==> config.mk <==
export PLATFORM = sky130hd
export DESIGN_NAME = two_sensor_transit_speed_classifier_core
export DESIGN_NICKNAME = d
export VERILOG_FILES = /design/src/rtl/core/tstsc_pkg.sv /design/src/rtl/core/tstsc_classify.sv /design/src/rtl/core/tstsc_phase.sv /design/src/rtl/core/two_sensor_transit_speed_classifier_core.sv
export VERILOG_INCLUDE_DIRS = /design/src /design/src/rtl/core
export SDC_FILE = /design/constraint.sdc
export NUM_CORES = 1
export LEC_CHECK = 0
export BUFFER_PORTS_ARGS = -buffer_cell sky130_fd_sc_hd__buf_4
export CAP_MARGIN = 20
export CORE_MARGIN = 5
export CORE_UTILIZATION = 60
export CTS_CLUSTER_SIZE = 20
export DETAILED_ROUTE_END_ITERATION = 7
export HOLD_SLACK_MARGIN = 0.02
export PLACE_DENSITY_LB_ADDON = 0.08
export SYNTH_ARGS = -nofsm -noshare
export SYNTH_HDL_FRONTEND = slang
export SYNTH_SLANG_ARGS = --single-unit
==> constraint.sdc <==
create_clock -name i_clk -period 3.8 [get_ports i_clk]
set_input_delay 0.76 -clock i_clk [delete_from_list [all_inputs] [get_ports i_clk]]
set_output_delay 0.76 -clock i_clk [all_outputs]
set_load 0.005 [all_outputs]
==> src/rtl/core/assert_macros.svh <==
// Assertion macros shared by the core RTL.
`ifndef ASSERT_MACROS_SVH
`define ASSERT_MACROS_SVH

// Same-cycle implication, disabled while reset is asserted.
`define TSTSC_ASSERT_NOW(lbl, clk, rst_n, ante, cons) \
    lbl: assert property (@(posedge clk) disable iff (!rst_n) (ante) |-> (cons)) \
        else $error("assertion failed: same-cycle implication");

// Next-cycle implication, disabled while reset is asserted.
`define TSTSC_ASSERT_NEXT(lbl, clk, rst_n, ante, cons) \
    lbl: assert property (@(posedge clk) disable iff (!rst_n) (ante) |=> (cons)) \
        else $error("assertion failed: next-cycle implication");

`endif

==> src/rtl/core/tstsc_pkg.sv <==
// Types and constants of the transit speed classifier core.
package tstsc_pkg;

    localparam int unsigned SAMPLE_W    = 10;
    localparam int unsigned LIMIT_W     = 7;
    localparam int unsigned CLASS_MS_W  = 16;
    localparam int unsigned TIME_W      = 32;
    localparam int unsigned RUN_W       = 8;
    localparam int unsigned CFG_IDX_W   = 3;
    localparam int unsigned CFG_DATA_W  = 16;

    localparam int unsigned SAMPLE_BITS = 10;
    localparam logic [TIME_W-1:0] TIMEOUT_MS = 32'd5000;

    // Bits of sample and dark level that take part in the compare.
    localparam logic [SAMPLE_W-1:0] SAMPLE_MASK =
        (SAMPLE_BITS >= SAMPLE_W) ? {SAMPLE_W{1'b1}} :
        SAMPLE_W'((1 << SAMPLE_BITS) - 1);

    localparam logic [RUN_W-1:0] RUN_MAX = {RUN_W{1'b1}};

    typedef enum logic [1:0] {
        PH_INIT   = 2'd0,
        PH_FIRST  = 2'd1,
        PH_SECOND = 2'd2,
        PH_DETECT = 2'd3
    } t_phase;

    typedef enum logic {
        OP_SAMPLE  = 1'b0,
        OP_RESTART = 1'b1
    } t_op;

    typedef enum logic [2:0] {
        CLS_NONE    = 3'd0,
        CLS_SLOWEST = 3'd1,
        CLS_SLOW    = 3'd2,
        CLS_MIDDLE  = 3'd3,
        CLS_FAST    = 3'd4,
        CLS_FASTEST = 3'd5
    } t_class;

    typedef enum logic [CFG_IDX_W-1:0] {
        CFG_DARK_LOW  = 3'd0,
        CFG_DARK_HIGH = 3'd1,
        CFG_LIMIT     = 3'd2,
        CFG_SLOWEST   = 3'd3,
        CFG_SLOW      = 3'd4,
        CFG_MIDDLE    = 3'd5,
        CFG_FAST      = 3'd6,
        CFG_FASTEST   = 3'd7
    } t_cfg_idx;

    typedef struct packed {
        logic [SAMPLE_W-1:0]   dark_low;
        logic [SAMPLE_W-1:0]   dark_high;
        logic [LIMIT_W-1:0]    limit;
        logic [CLASS_MS_W-1:0] slowest_ms;
        logic [CLASS_MS_W-1:0] slow_ms;
        logic [CLASS_MS_W-1:0] middle_ms;
        logic [CLASS_MS_W-1:0] fast_ms;
        logic [CLASS_MS_W-1:0] fastest_ms;
    } t_cfg;

    typedef struct packed {
        t_op                 op;
        logic [SAMPLE_W-1:0] first_sample;
        logic [SAMPLE_W-1:0] second_sample;
        logic                range_select;
        logic [TIME_W-1:0]   now_ms;
    } t_item;

    typedef struct packed {
        t_phase            phase;
        t_class            speed_class;
        logic              timed_out;
        logic [TIME_W-1:0] elapsed_ms;
    } t_result;

endpackage

==> src/rtl/core/tstsc_classify.sv <==
// Speed class decode of the latched transit time.
module tstsc_classify (
    input  logic [tstsc_pkg::TIME_W-1:0] i_transit_ms,
    input  tstsc_pkg::t_cfg              i_cfg,
    output tstsc_pkg::t_class            o_class
);

    // Thresholds are checked slowest first; first hit wins.
    always_comb begin
        if (i_transit_ms >= tstsc_pkg::TIME_W'(i_cfg.slowest_ms)) begin
            o_class = tstsc_pkg::CLS_SLOWEST;
        end else if (i_transit_ms >= tstsc_pkg::TIME_W'(i_cfg.slow_ms)) begin
            o_class = tstsc_pkg::CLS_SLOW;
        end else if (i_transit_ms >= tstsc_pkg::TIME_W'(i_cfg.middle_ms)) begin
            o_class = tstsc_pkg::CLS_MIDDLE;
        end else if (i_transit_ms >= tstsc_pkg::TIME_W'(i_cfg.fast_ms)) begin
            o_class = tstsc_pkg::CLS_FAST;
        end else if (i_transit_ms >= tstsc_pkg::TIME_W'(i_cfg.fastest_ms)) begin
            o_class = tstsc_pkg::CLS_FASTEST;
        end else begin
            o_class = tstsc_pkg::CLS_NONE;
        end
    end

endmodule

==> src/rtl/core/tstsc_phase.sv <==
// Phase state machine: run counter, start time and transit time.
module tstsc_phase (
    input  logic                 i_clk,
    input  logic                 i_rst_n,
    input  logic                 i_step,
    input  tstsc_pkg::t_item     i_beat,
    input  tstsc_pkg::t_cfg      i_cfg,
    output tstsc_pkg::t_result   o_res
);

    tstsc_pkg::t_phase                    r_phase, n_phase;
    logic [tstsc_pkg::RUN_W-1:0]          r_run_count, n_run_count;
    logic [tstsc_pkg::TIME_W-1:0]         r_start_time, n_start_time;
    logic [tstsc_pkg::TIME_W-1:0]         r_transit_time, n_transit_time;

    logic                                 confirmed;
    logic                                 covered;
    logic                                 timeout_hit;
    logic [tstsc_pkg::SAMPLE_W-1:0]       sample;
    logic [tstsc_pkg::SAMPLE_W-1:0]       dark_level;
    logic [tstsc_pkg::TIME_W-1:0]         since_start;
    logic [tstsc_pkg::RUN_W-1:0]          run_counted;
    logic                                 timed_out;
    tstsc_pkg::t_class                    cur_class;

    tstsc_classify u_classify (
        .i_transit_ms (r_transit_time),
        .i_cfg        (i_cfg),
        .o_class      (cur_class)
    );

    assign confirmed   = r_run_count > tstsc_pkg::RUN_W'(i_cfg.limit);
    assign sample      = ((r_phase == tstsc_pkg::PH_FIRST) ? i_beat.first_sample
                                                           : i_beat.second_sample)
                         & tstsc_pkg::SAMPLE_MASK;
    assign dark_level  = (i_beat.range_select ? i_cfg.dark_high : i_cfg.dark_low)
                         & tstsc_pkg::SAMPLE_MASK;
    assign covered     = sample <= dark_level;
    assign since_start = i_beat.now_ms - r_start_time;
    assign timeout_hit = (r_run_count == '0) && (since_start >= tstsc_pkg::TIMEOUT_MS);
    assign run_counted = covered ? ((r_run_count == tstsc_pkg::RUN_MAX) ? r_run_count
                                                                        : r_run_count + 1'b1)
                                 : '0;

    // Next phase
    always_comb begin
        n_phase = r_phase;
        if (i_beat.op == tstsc_pkg::OP_RESTART) begin
            n_phase = tstsc_pkg::PH_INIT;
        end else begin
            unique case (r_phase)
                tstsc_pkg::PH_INIT:   n_phase = tstsc_pkg::PH_FIRST;
                tstsc_pkg::PH_FIRST: begin
                    if (confirmed) n_phase = tstsc_pkg::PH_SECOND;
                end
                tstsc_pkg::PH_SECOND: begin
                    if (confirmed) begin
                        n_phase = tstsc_pkg::PH_DETECT;
                    end else if (timeout_hit) begin
                        n_phase = tstsc_pkg::PH_INIT;
                    end
                end
                tstsc_pkg::PH_DETECT: n_phase = tstsc_pkg::PH_DETECT;
                default:              n_phase = tstsc_pkg::PH_INIT;
            endcase
        end
    end

    // Datapath updates and result
    always_comb begin
        n_run_count    = r_run_count;
        n_start_time   = r_start_time;
        n_transit_time = r_transit_time;
        timed_out      = 1'b0;
        if (i_beat.op == tstsc_pkg::OP_SAMPLE) begin
            unique case (r_phase)
                tstsc_pkg::PH_INIT: begin
                    n_run_count    = '0;
                    n_transit_time = '0;
                end
                tstsc_pkg::PH_FIRST: begin
                    if (confirmed) begin
                        n_run_count  = '0;
                        n_start_time = i_beat.now_ms;
                    end else begin
                        n_run_count = run_counted;
                    end
                end
                tstsc_pkg::PH_SECOND: begin
                    if (confirmed) begin
                        n_run_count    = '0;
                        n_transit_time = since_start;
                    end else if (timeout_hit) begin
                        timed_out = 1'b1;
                    end else begin
                        n_run_count = run_counted;
                    end
                end
                default: ;
            endcase
        end
        o_res.phase       = n_phase;
        o_res.speed_class = (i_beat.op == tstsc_pkg::OP_SAMPLE &&
                             r_phase == tstsc_pkg::PH_DETECT) ? cur_class
                                                              : tstsc_pkg::CLS_NONE;
        o_res.timed_out   = timed_out;
        o_res.elapsed_ms  = n_transit_time;
    end

    always_ff @(posedge i_clk) begin
        if (!i_rst_n) begin
            r_phase        <= tstsc_pkg::PH_INIT;
            r_run_count    <= '0;
            r_start_time   <= '0;
            r_transit_time <= '0;
        end else if (i_step) begin
            r_phase        <= n_phase;
            r_run_count    <= n_run_count;
            r_start_time   <= n_start_time;
            r_transit_time <= n_transit_time;
        end
    end

endmodule

==> src/rtl/core/two_sensor_transit_speed_classifier_core.sv <==
// An accepted input beat moves through the input register into the result register,
// and waits in the input register while a finished result is held in the result register.
// One beat per cycle unless the result channel stalls; the phase update is a
// single combinational step between the input register and the result register.
// Reset (i_rst_n low at a clock edge) returns phase to init, clears the run
// counter, start and transit times and both valid flags, and reloads config defaults.
// Configuration writes are always accepted and take effect the next cycle.
module two_sensor_transit_speed_classifier_core (
    input  logic                               i_clk,
    input  logic                               i_rst_n,
    // input channel
    input  logic                               i_in_valid,
    output logic                               o_in_ready,
    input  logic                               i_op,
    input  logic [tstsc_pkg::SAMPLE_W-1:0]     i_first_sample,
    input  logic [tstsc_pkg::SAMPLE_W-1:0]     i_second_sample,
    input  logic                               i_range_select,
    input  logic [tstsc_pkg::TIME_W-1:0]       i_now_ms,
    // result channel
    output logic                               o_out_valid,
    input  logic                               i_out_ready,
    output logic [1:0]                         o_phase,
    output logic [2:0]                         o_speed_class,
    output logic                               o_timed_out,
    output logic [tstsc_pkg::TIME_W-1:0]       o_elapsed_ms,
    // configuration write channel
    input  logic                               i_cfg_valid,
    output logic                               o_cfg_ready,
    input  logic [tstsc_pkg::CFG_IDX_W-1:0]    i_cfg_index,
    input  logic [tstsc_pkg::CFG_DATA_W-1:0]   i_cfg_data
);

`include "assert_macros.svh"

    // ---------------------------------------------------------------
    // Configuration registers
    // ---------------------------------------------------------------
    tstsc_pkg::t_cfg r_cfg;
    tstsc_pkg::t_cfg_idx cfg_idx;

    assign o_cfg_ready = 1'b1;
    assign cfg_idx     = tstsc_pkg::t_cfg_idx'(i_cfg_index);

    always_ff @(posedge i_clk) begin
        if (!i_rst_n) begin
            r_cfg.dark_low   <= 10'd300;
            r_cfg.dark_high  <= 10'd600;
            r_cfg.limit      <= 7'd3;
            r_cfg.slowest_ms <= 16'd2000;
            r_cfg.slow_ms    <= 16'd1000;
            r_cfg.middle_ms  <= 16'd500;
            r_cfg.fast_ms    <= 16'd250;
            r_cfg.fastest_ms <= 16'd100;
        end else if (i_cfg_valid) begin
            unique case (cfg_idx)
                tstsc_pkg::CFG_DARK_LOW:  r_cfg.dark_low   <= i_cfg_data[tstsc_pkg::SAMPLE_W-1:0];
                tstsc_pkg::CFG_DARK_HIGH: r_cfg.dark_high  <= i_cfg_data[tstsc_pkg::SAMPLE_W-1:0];
                tstsc_pkg::CFG_LIMIT:     r_cfg.limit      <= i_cfg_data[tstsc_pkg::LIMIT_W-1:0];
                tstsc_pkg::CFG_SLOWEST:   r_cfg.slowest_ms <= i_cfg_data;
                tstsc_pkg::CFG_SLOW:      r_cfg.slow_ms    <= i_cfg_data;
                tstsc_pkg::CFG_MIDDLE:    r_cfg.middle_ms  <= i_cfg_data;
                tstsc_pkg::CFG_FAST:      r_cfg.fast_ms    <= i_cfg_data;
                tstsc_pkg::CFG_FASTEST:   r_cfg.fastest_ms <= i_cfg_data;
                default: ;
            endcase
        end
    end

    // ---------------------------------------------------------------
    // Two-stage valid/ready pipe: input register -> result register.
    // The state machine steps when the input-register beat moves into
    // the result register, so state always follows accepted order.
    // ---------------------------------------------------------------
    logic                 r_in_valid;
    tstsc_pkg::t_item     r_in;
    logic                 r_out_valid;
    tstsc_pkg::t_result   r_out;
    tstsc_pkg::t_result   step_res;
    logic                 out_free;
    logic                 step;

    assign out_free   = !r_out_valid || i_out_ready;
    assign step       = r_in_valid && out_free;
    assign o_in_ready = !r_in_valid || out_free;

    always_ff @(posedge i_clk) begin
        if (!i_rst_n) begin
            r_in_valid <= 1'b0;
        end else if (o_in_ready) begin
            r_in_valid <= i_in_valid;
        end
    end

    // Payload holds while the stage is stalled.
    always_ff @(posedge i_clk) begin
        if (o_in_ready && i_in_valid) begin
            r_in.op            <= tstsc_pkg::t_op'(i_op);
            r_in.first_sample  <= i_first_sample;
            r_in.second_sample <= i_second_sample;
            r_in.range_select  <= i_range_select;
            r_in.now_ms        <= i_now_ms;
        end
    end

    tstsc_phase u_phase (
        .i_clk   (i_clk),
        .i_rst_n (i_rst_n),
        .i_step  (step),
        .i_beat  (r_in),
        .i_cfg   (r_cfg),
        .o_res   (step_res)
    );

    always_ff @(posedge i_clk) begin
        if (!i_rst_n) begin
            r_out_valid <= 1'b0;
        end else if (out_free) begin
            r_out_valid <= r_in_valid;
        end
    end

    always_ff @(posedge i_clk) begin
        if (step) begin
            r_out <= step_res;
        end
    end

    assign o_out_valid   = r_out_valid;
    assign o_phase       = r_out.phase;
    assign o_speed_class = r_out.speed_class;
    assign o_timed_out   = r_out.timed_out;
    assign o_elapsed_ms  = r_out.elapsed_ms;

    // ---------------------------------------------------------------
    // Assertions
    // ---------------------------------------------------------------
    // A timeout always drops back to init.
    `TSTSC_ASSERT_NOW(a_tout_init, i_clk, i_rst_n, o_out_valid && o_timed_out,
                      o_phase == tstsc_pkg::PH_INIT)
    // A class is only reported while in detection.
    `TSTSC_ASSERT_NOW(a_class_detect, i_clk, i_rst_n,
                      o_out_valid && (o_speed_class != tstsc_pkg::CLS_NONE),
                      o_phase == tstsc_pkg::PH_DETECT)
    // Input stage stalls only when a result is blocked downstream.
    `TSTSC_ASSERT_NOW(a_stall_cause, i_clk, i_rst_n, !o_in_ready,
                      r_in_valid && r_out_valid && !i_out_ready)
    // A stepped beat shows up as a result on the next cycle.
    `TSTSC_ASSERT_NEXT(a_step_out, i_clk, i_rst_n, step, o_out_valid)

endmodule
==> key figures <==
Detailed routing
  – DR vias/cell: 5.87
  – Routed WL: 40.2 mm
  – WL/cell: 18.5 um
  – DRT antenna net count: 0
  – Via count: 12.7k
  – Drt pass-1 iters: 5
  – Drt initial violations: 1096
  – Number of remaining DRC errors: 0

Clock tree
  – CTS max path bufs: 3
  – H-tree depth: 1
  – Clock Tree Root: clkbuf_16
  – CTS tree: yes
  – Num CTS Buffers: 30
  – Cts-stage hold buffer count: 0
  – Clock transition at path regs: 0.06 ns
  – Skew-Pair Late Insertion Delay: 0.56 ns
  – # clock sinks: 275

STA
  – Maximum clock rate: 264 MHz
  – Final min period: 3.79 ns
  – RSZ-0062 raised after global routing: true
  – Ratio of final minimum period to clock period: 99.7%
  – # setup viols final: 0
  – Worst clock skew: 0.00908 ns
  – Final Hold Fails: 0
  – Pins Over Slew Limit: 0
  – Slew margin rel.: 42.6%
  – Least-Margin Pin Slew: 0.861 ns
  – Setup TNS: 0 ns

Floorplan
  – Die Y: 169 um
  – Width of the die: 169 um
  – Site row count: 58
  – Ports: 119
  – Initial core utilization: 60.5%
  – Die area: 28400 um2
  – Core area: 25000 um2

Synth
  – YS warnings: 0
  – Synth Register Bits: 275
  – Syn Nets: 1889
  – Post-synth EDFFs: 92
  – Post-synthesis sequential area ratio: 42.5%
  – Post-Syn Area per Cell: 9.02 um2
  – Synth unique cells: 81
  – Top FF cell, synth: dfxtp_1
  – Gate Count Post-Synth: 1674
  – Syn Std Cell Area: 15100 um2
  – FFs w/ async S/R, synth: 0%

Setup path
  – Critical path class: reg -> reg
  – Crit-path max FO: 6
  – Flop2flop setup slack: 0.01 ns
  – Critical Path RT: 4.30 ns
  – Critical Path Source Type: register
  – Startpoint of the worst register-to-register path: r_in[1]$_DFFE_PP_
  – R2r endpoint: u_phase.r_phase[1]$_SDFFE_PN0P_
  – CP endpoint kind: register
  – Crit path DAT: 4.29 ns
  – Reg2Reg Depth: 14

Power and ir drop
  – Leakage power: 7.16 nW
  – Peak supply drop: 427 uV
  – Total power: 7.19 mW
  – Pwr Density: 401 nW/um2

Status
  – Status: finished, final reports clean

Global route
  – Vias in the first global route: 12.1k
  – GRT Util Overall: 27.2%
  – Total global routing overflow: 0
  – Initial antenna violation count: 0
  – Largest net degree at the start of global routing: 84
  – Global-route wire length before repair: 63.3 mm

Placement
  – Final Wtd Congestion: 0.938
  – Dpl cell area: 16500 um2
  – Port Buffers: 117
  – Detailed-placement wirelength estimate: 28.9 mm

Cells and area
  – Area growth, synth to finish: 18.7%
  – N_diodes: 0
  – Final Instance Area: 17900 um2
  – Fin util: 71.8%
  – NumNets Final: 2031
  – # fillers: 1970
  – Share of layout cells above drive strength 1: 16.6%

Job
  – Max_cap viols: 0

Hold path
  – Min-delay worst type: in -> reg
  – Worst hold start: i_now_ms[5]
  – Hold EP: r_in[5]$_DFFE_PP_
  – WHS Path Cells: 1
[power by group]
group          internal [mW]  switching [mW]
clock                   1.96            1.23
combinational          0.348           0.479
sequential              3.13          0.0490
total                   5.44            1.76
[through the flow]
step / setup WS (ns) / hold slack [ns] / std cells
final: 0.0126 / 0.372 / 2170
after global routing: -0.157 / 0.352 / 2170
after CTS: 0.00297 / 0.347 / 2158
after detailed placement: 0.00463 / 0.454 / 2097
after global placement: 0.0314 / 0.449 / 2097
after floorplan: 0.293 / 0.440 / 1674
[routing by layer]
metal	GRT usage (%)	vias to the layer above	share of wire (%)
li1	-	6165	-
met1	38.7	6014	44
met2	42.1	477	44
met3	5.58	83	8.1
met4	8.12	0	3.0
met5	0	-	0
[logic make-up after synthesis]
logic type,after synthesis,share of synthesized area [%]
flops,275,42.5
compound gates,416,20.1
fa+ha+maj,137,11.4
simple gates,595,17.8
xor+xnor,21,1.27
buf+inv,207,5.30
other cells,1,0.0248
mux,22,1.54
[worst max-delay path by stage]
stage,from,to,slack [ns],cells after the start
2_1_floorplan,r_in[0]$_DFFE_PP_,u_phase.r_run_count[5]$_SDFFE_PN0P_,0.29,15
3_3_place_gp,r_in[0]$_DFFE_PP_,u_phase.r_run_count[5]$_SDFFE_PN0P_,0.03,15
5_1_grt,r_in[1]$_DFFE_PP_,u_phase.r_phase[1]$_SDFFE_PN0P_,-0.16,13
6_report,r_in[1]$_DFFE_PP_,u_phase.r_phase[1]$_SDFFE_PN0P_,0.01,14
4_1_cts,r_in[6]$_DFFE_PP_,u_phase.r_run_count[6]$_SDFFE_PN0P_,0.003,12
3_5_place_dp,r_in[0]$_DFFE_PP_,u_phase.r_run_count[4]$_SDFFE_PN0P_,0.005,15
[cell type report]
type                    count  area, um2  area share (%)
multi-input cells        1192       8070            45.0
flip-flops and latches    275       6430            35.9
repair buffers            188       1450            8.10
clock buffers              33        783            4.37
inverters                 129        484            2.70
well taps                 330        413            2.30
clock inverters            23        303            1.69
[worst max-delay path, cell delays in order, from the launching register on]
cell and delay, ns:
edfxtp_1 0.41, ha_1 0.30, nor2b_4 0.20, o2111ai_2 0.18
a311oi_2 0.35, buf_4 0.21, o2111a_1 0.20, a211oi_2 0.06
or4_1 0.55, nor4_2 0.28, and4_4 0.28, buf_4 0.11
a211oi_2 0.08, o41ai_2 0.34, and2_1 0.17
[Yosys cell counts (all sizes together), types with 11 or more instances]
master | instances | area, um2
inv | 128 | 480
edfxtp | 92 | 2760
nor3 | 22 | 110
or3 | 11 | 68.8
nor4 | 14 | 109
a21oi | 44 | 224
a21o | 40 | 309
a22o | 18 | 158
dfxtp | 183 | 3660
xnor2 | 11 | 104
ha | 136 | 1700
nor2b | 21 | 131
o211ai | 40 | 305
nand3 | 41 | 218
nor2 | 65 | 244
nand2b | 20 | 125
nand2 | 346 | 1300
buf | 11 | 57.6
a21boi | 129 | 968
nand4 | 15 | 93.8
o21ai | 54 | 270
clkbuf | 67 | 259
mux2i | 12 | 120
o21a | 13 | 97.6
[layout by cell type (no fill, tap or decap), drive strengths merged, types with 10 or more instances in the layout]
master,netlist,routed
nand3,41,41
clkbuf,67,33
nand2b,20,20
mux2i,12,12
o21a,13,13
o211ai,40,40
and2,10,10
nor3b,10,10
nand2,346,346
buf,11,187
xor2,10,10
or3,11,11
dfxtp,183,183
ha,136,136
a21o,40,40
mux2,10,10
edfxtp,92,92
a22o,18,18
a21boi,129,129
nor4,14,14
clkinv,1,13
nand4,15,15
inv,128,131
nor2b,21,21
o21ai,54,54
xnor2,11,11
nor2,65,65
nor3,22,22
a211oi,10,10
a21oi,44,44
[timing repair]
action                                  4_1_cts  5_1_grt
gates cloned                                  0        1
endpoints found under the setup margin        5       12
buffers inserted                              5       11
gates resized for setup                       2       43
hold endpoints to repair                      0        0
pin swaps                                     4       26
[registers in the layout (all words and copies together) (netlist names)]
| name | cells |
|---|---|
| o_elapsed_ms | 32 |
| o_out_valid | 1 |
| o_phase | 2 |
| o_speed_class | 3 |
| o_timed_out | 1 |
| r_cfg | 107 |
| r_in | 54 |
| r_in_valid | 1 |
| u_phase.r_phase | 2 |
| u_phase.r_run_count | 8 |
| u_phase.r_start_time | 32 |
| u_phase.r_transit_time | 32 |
(Power assumes the default switching activity.)
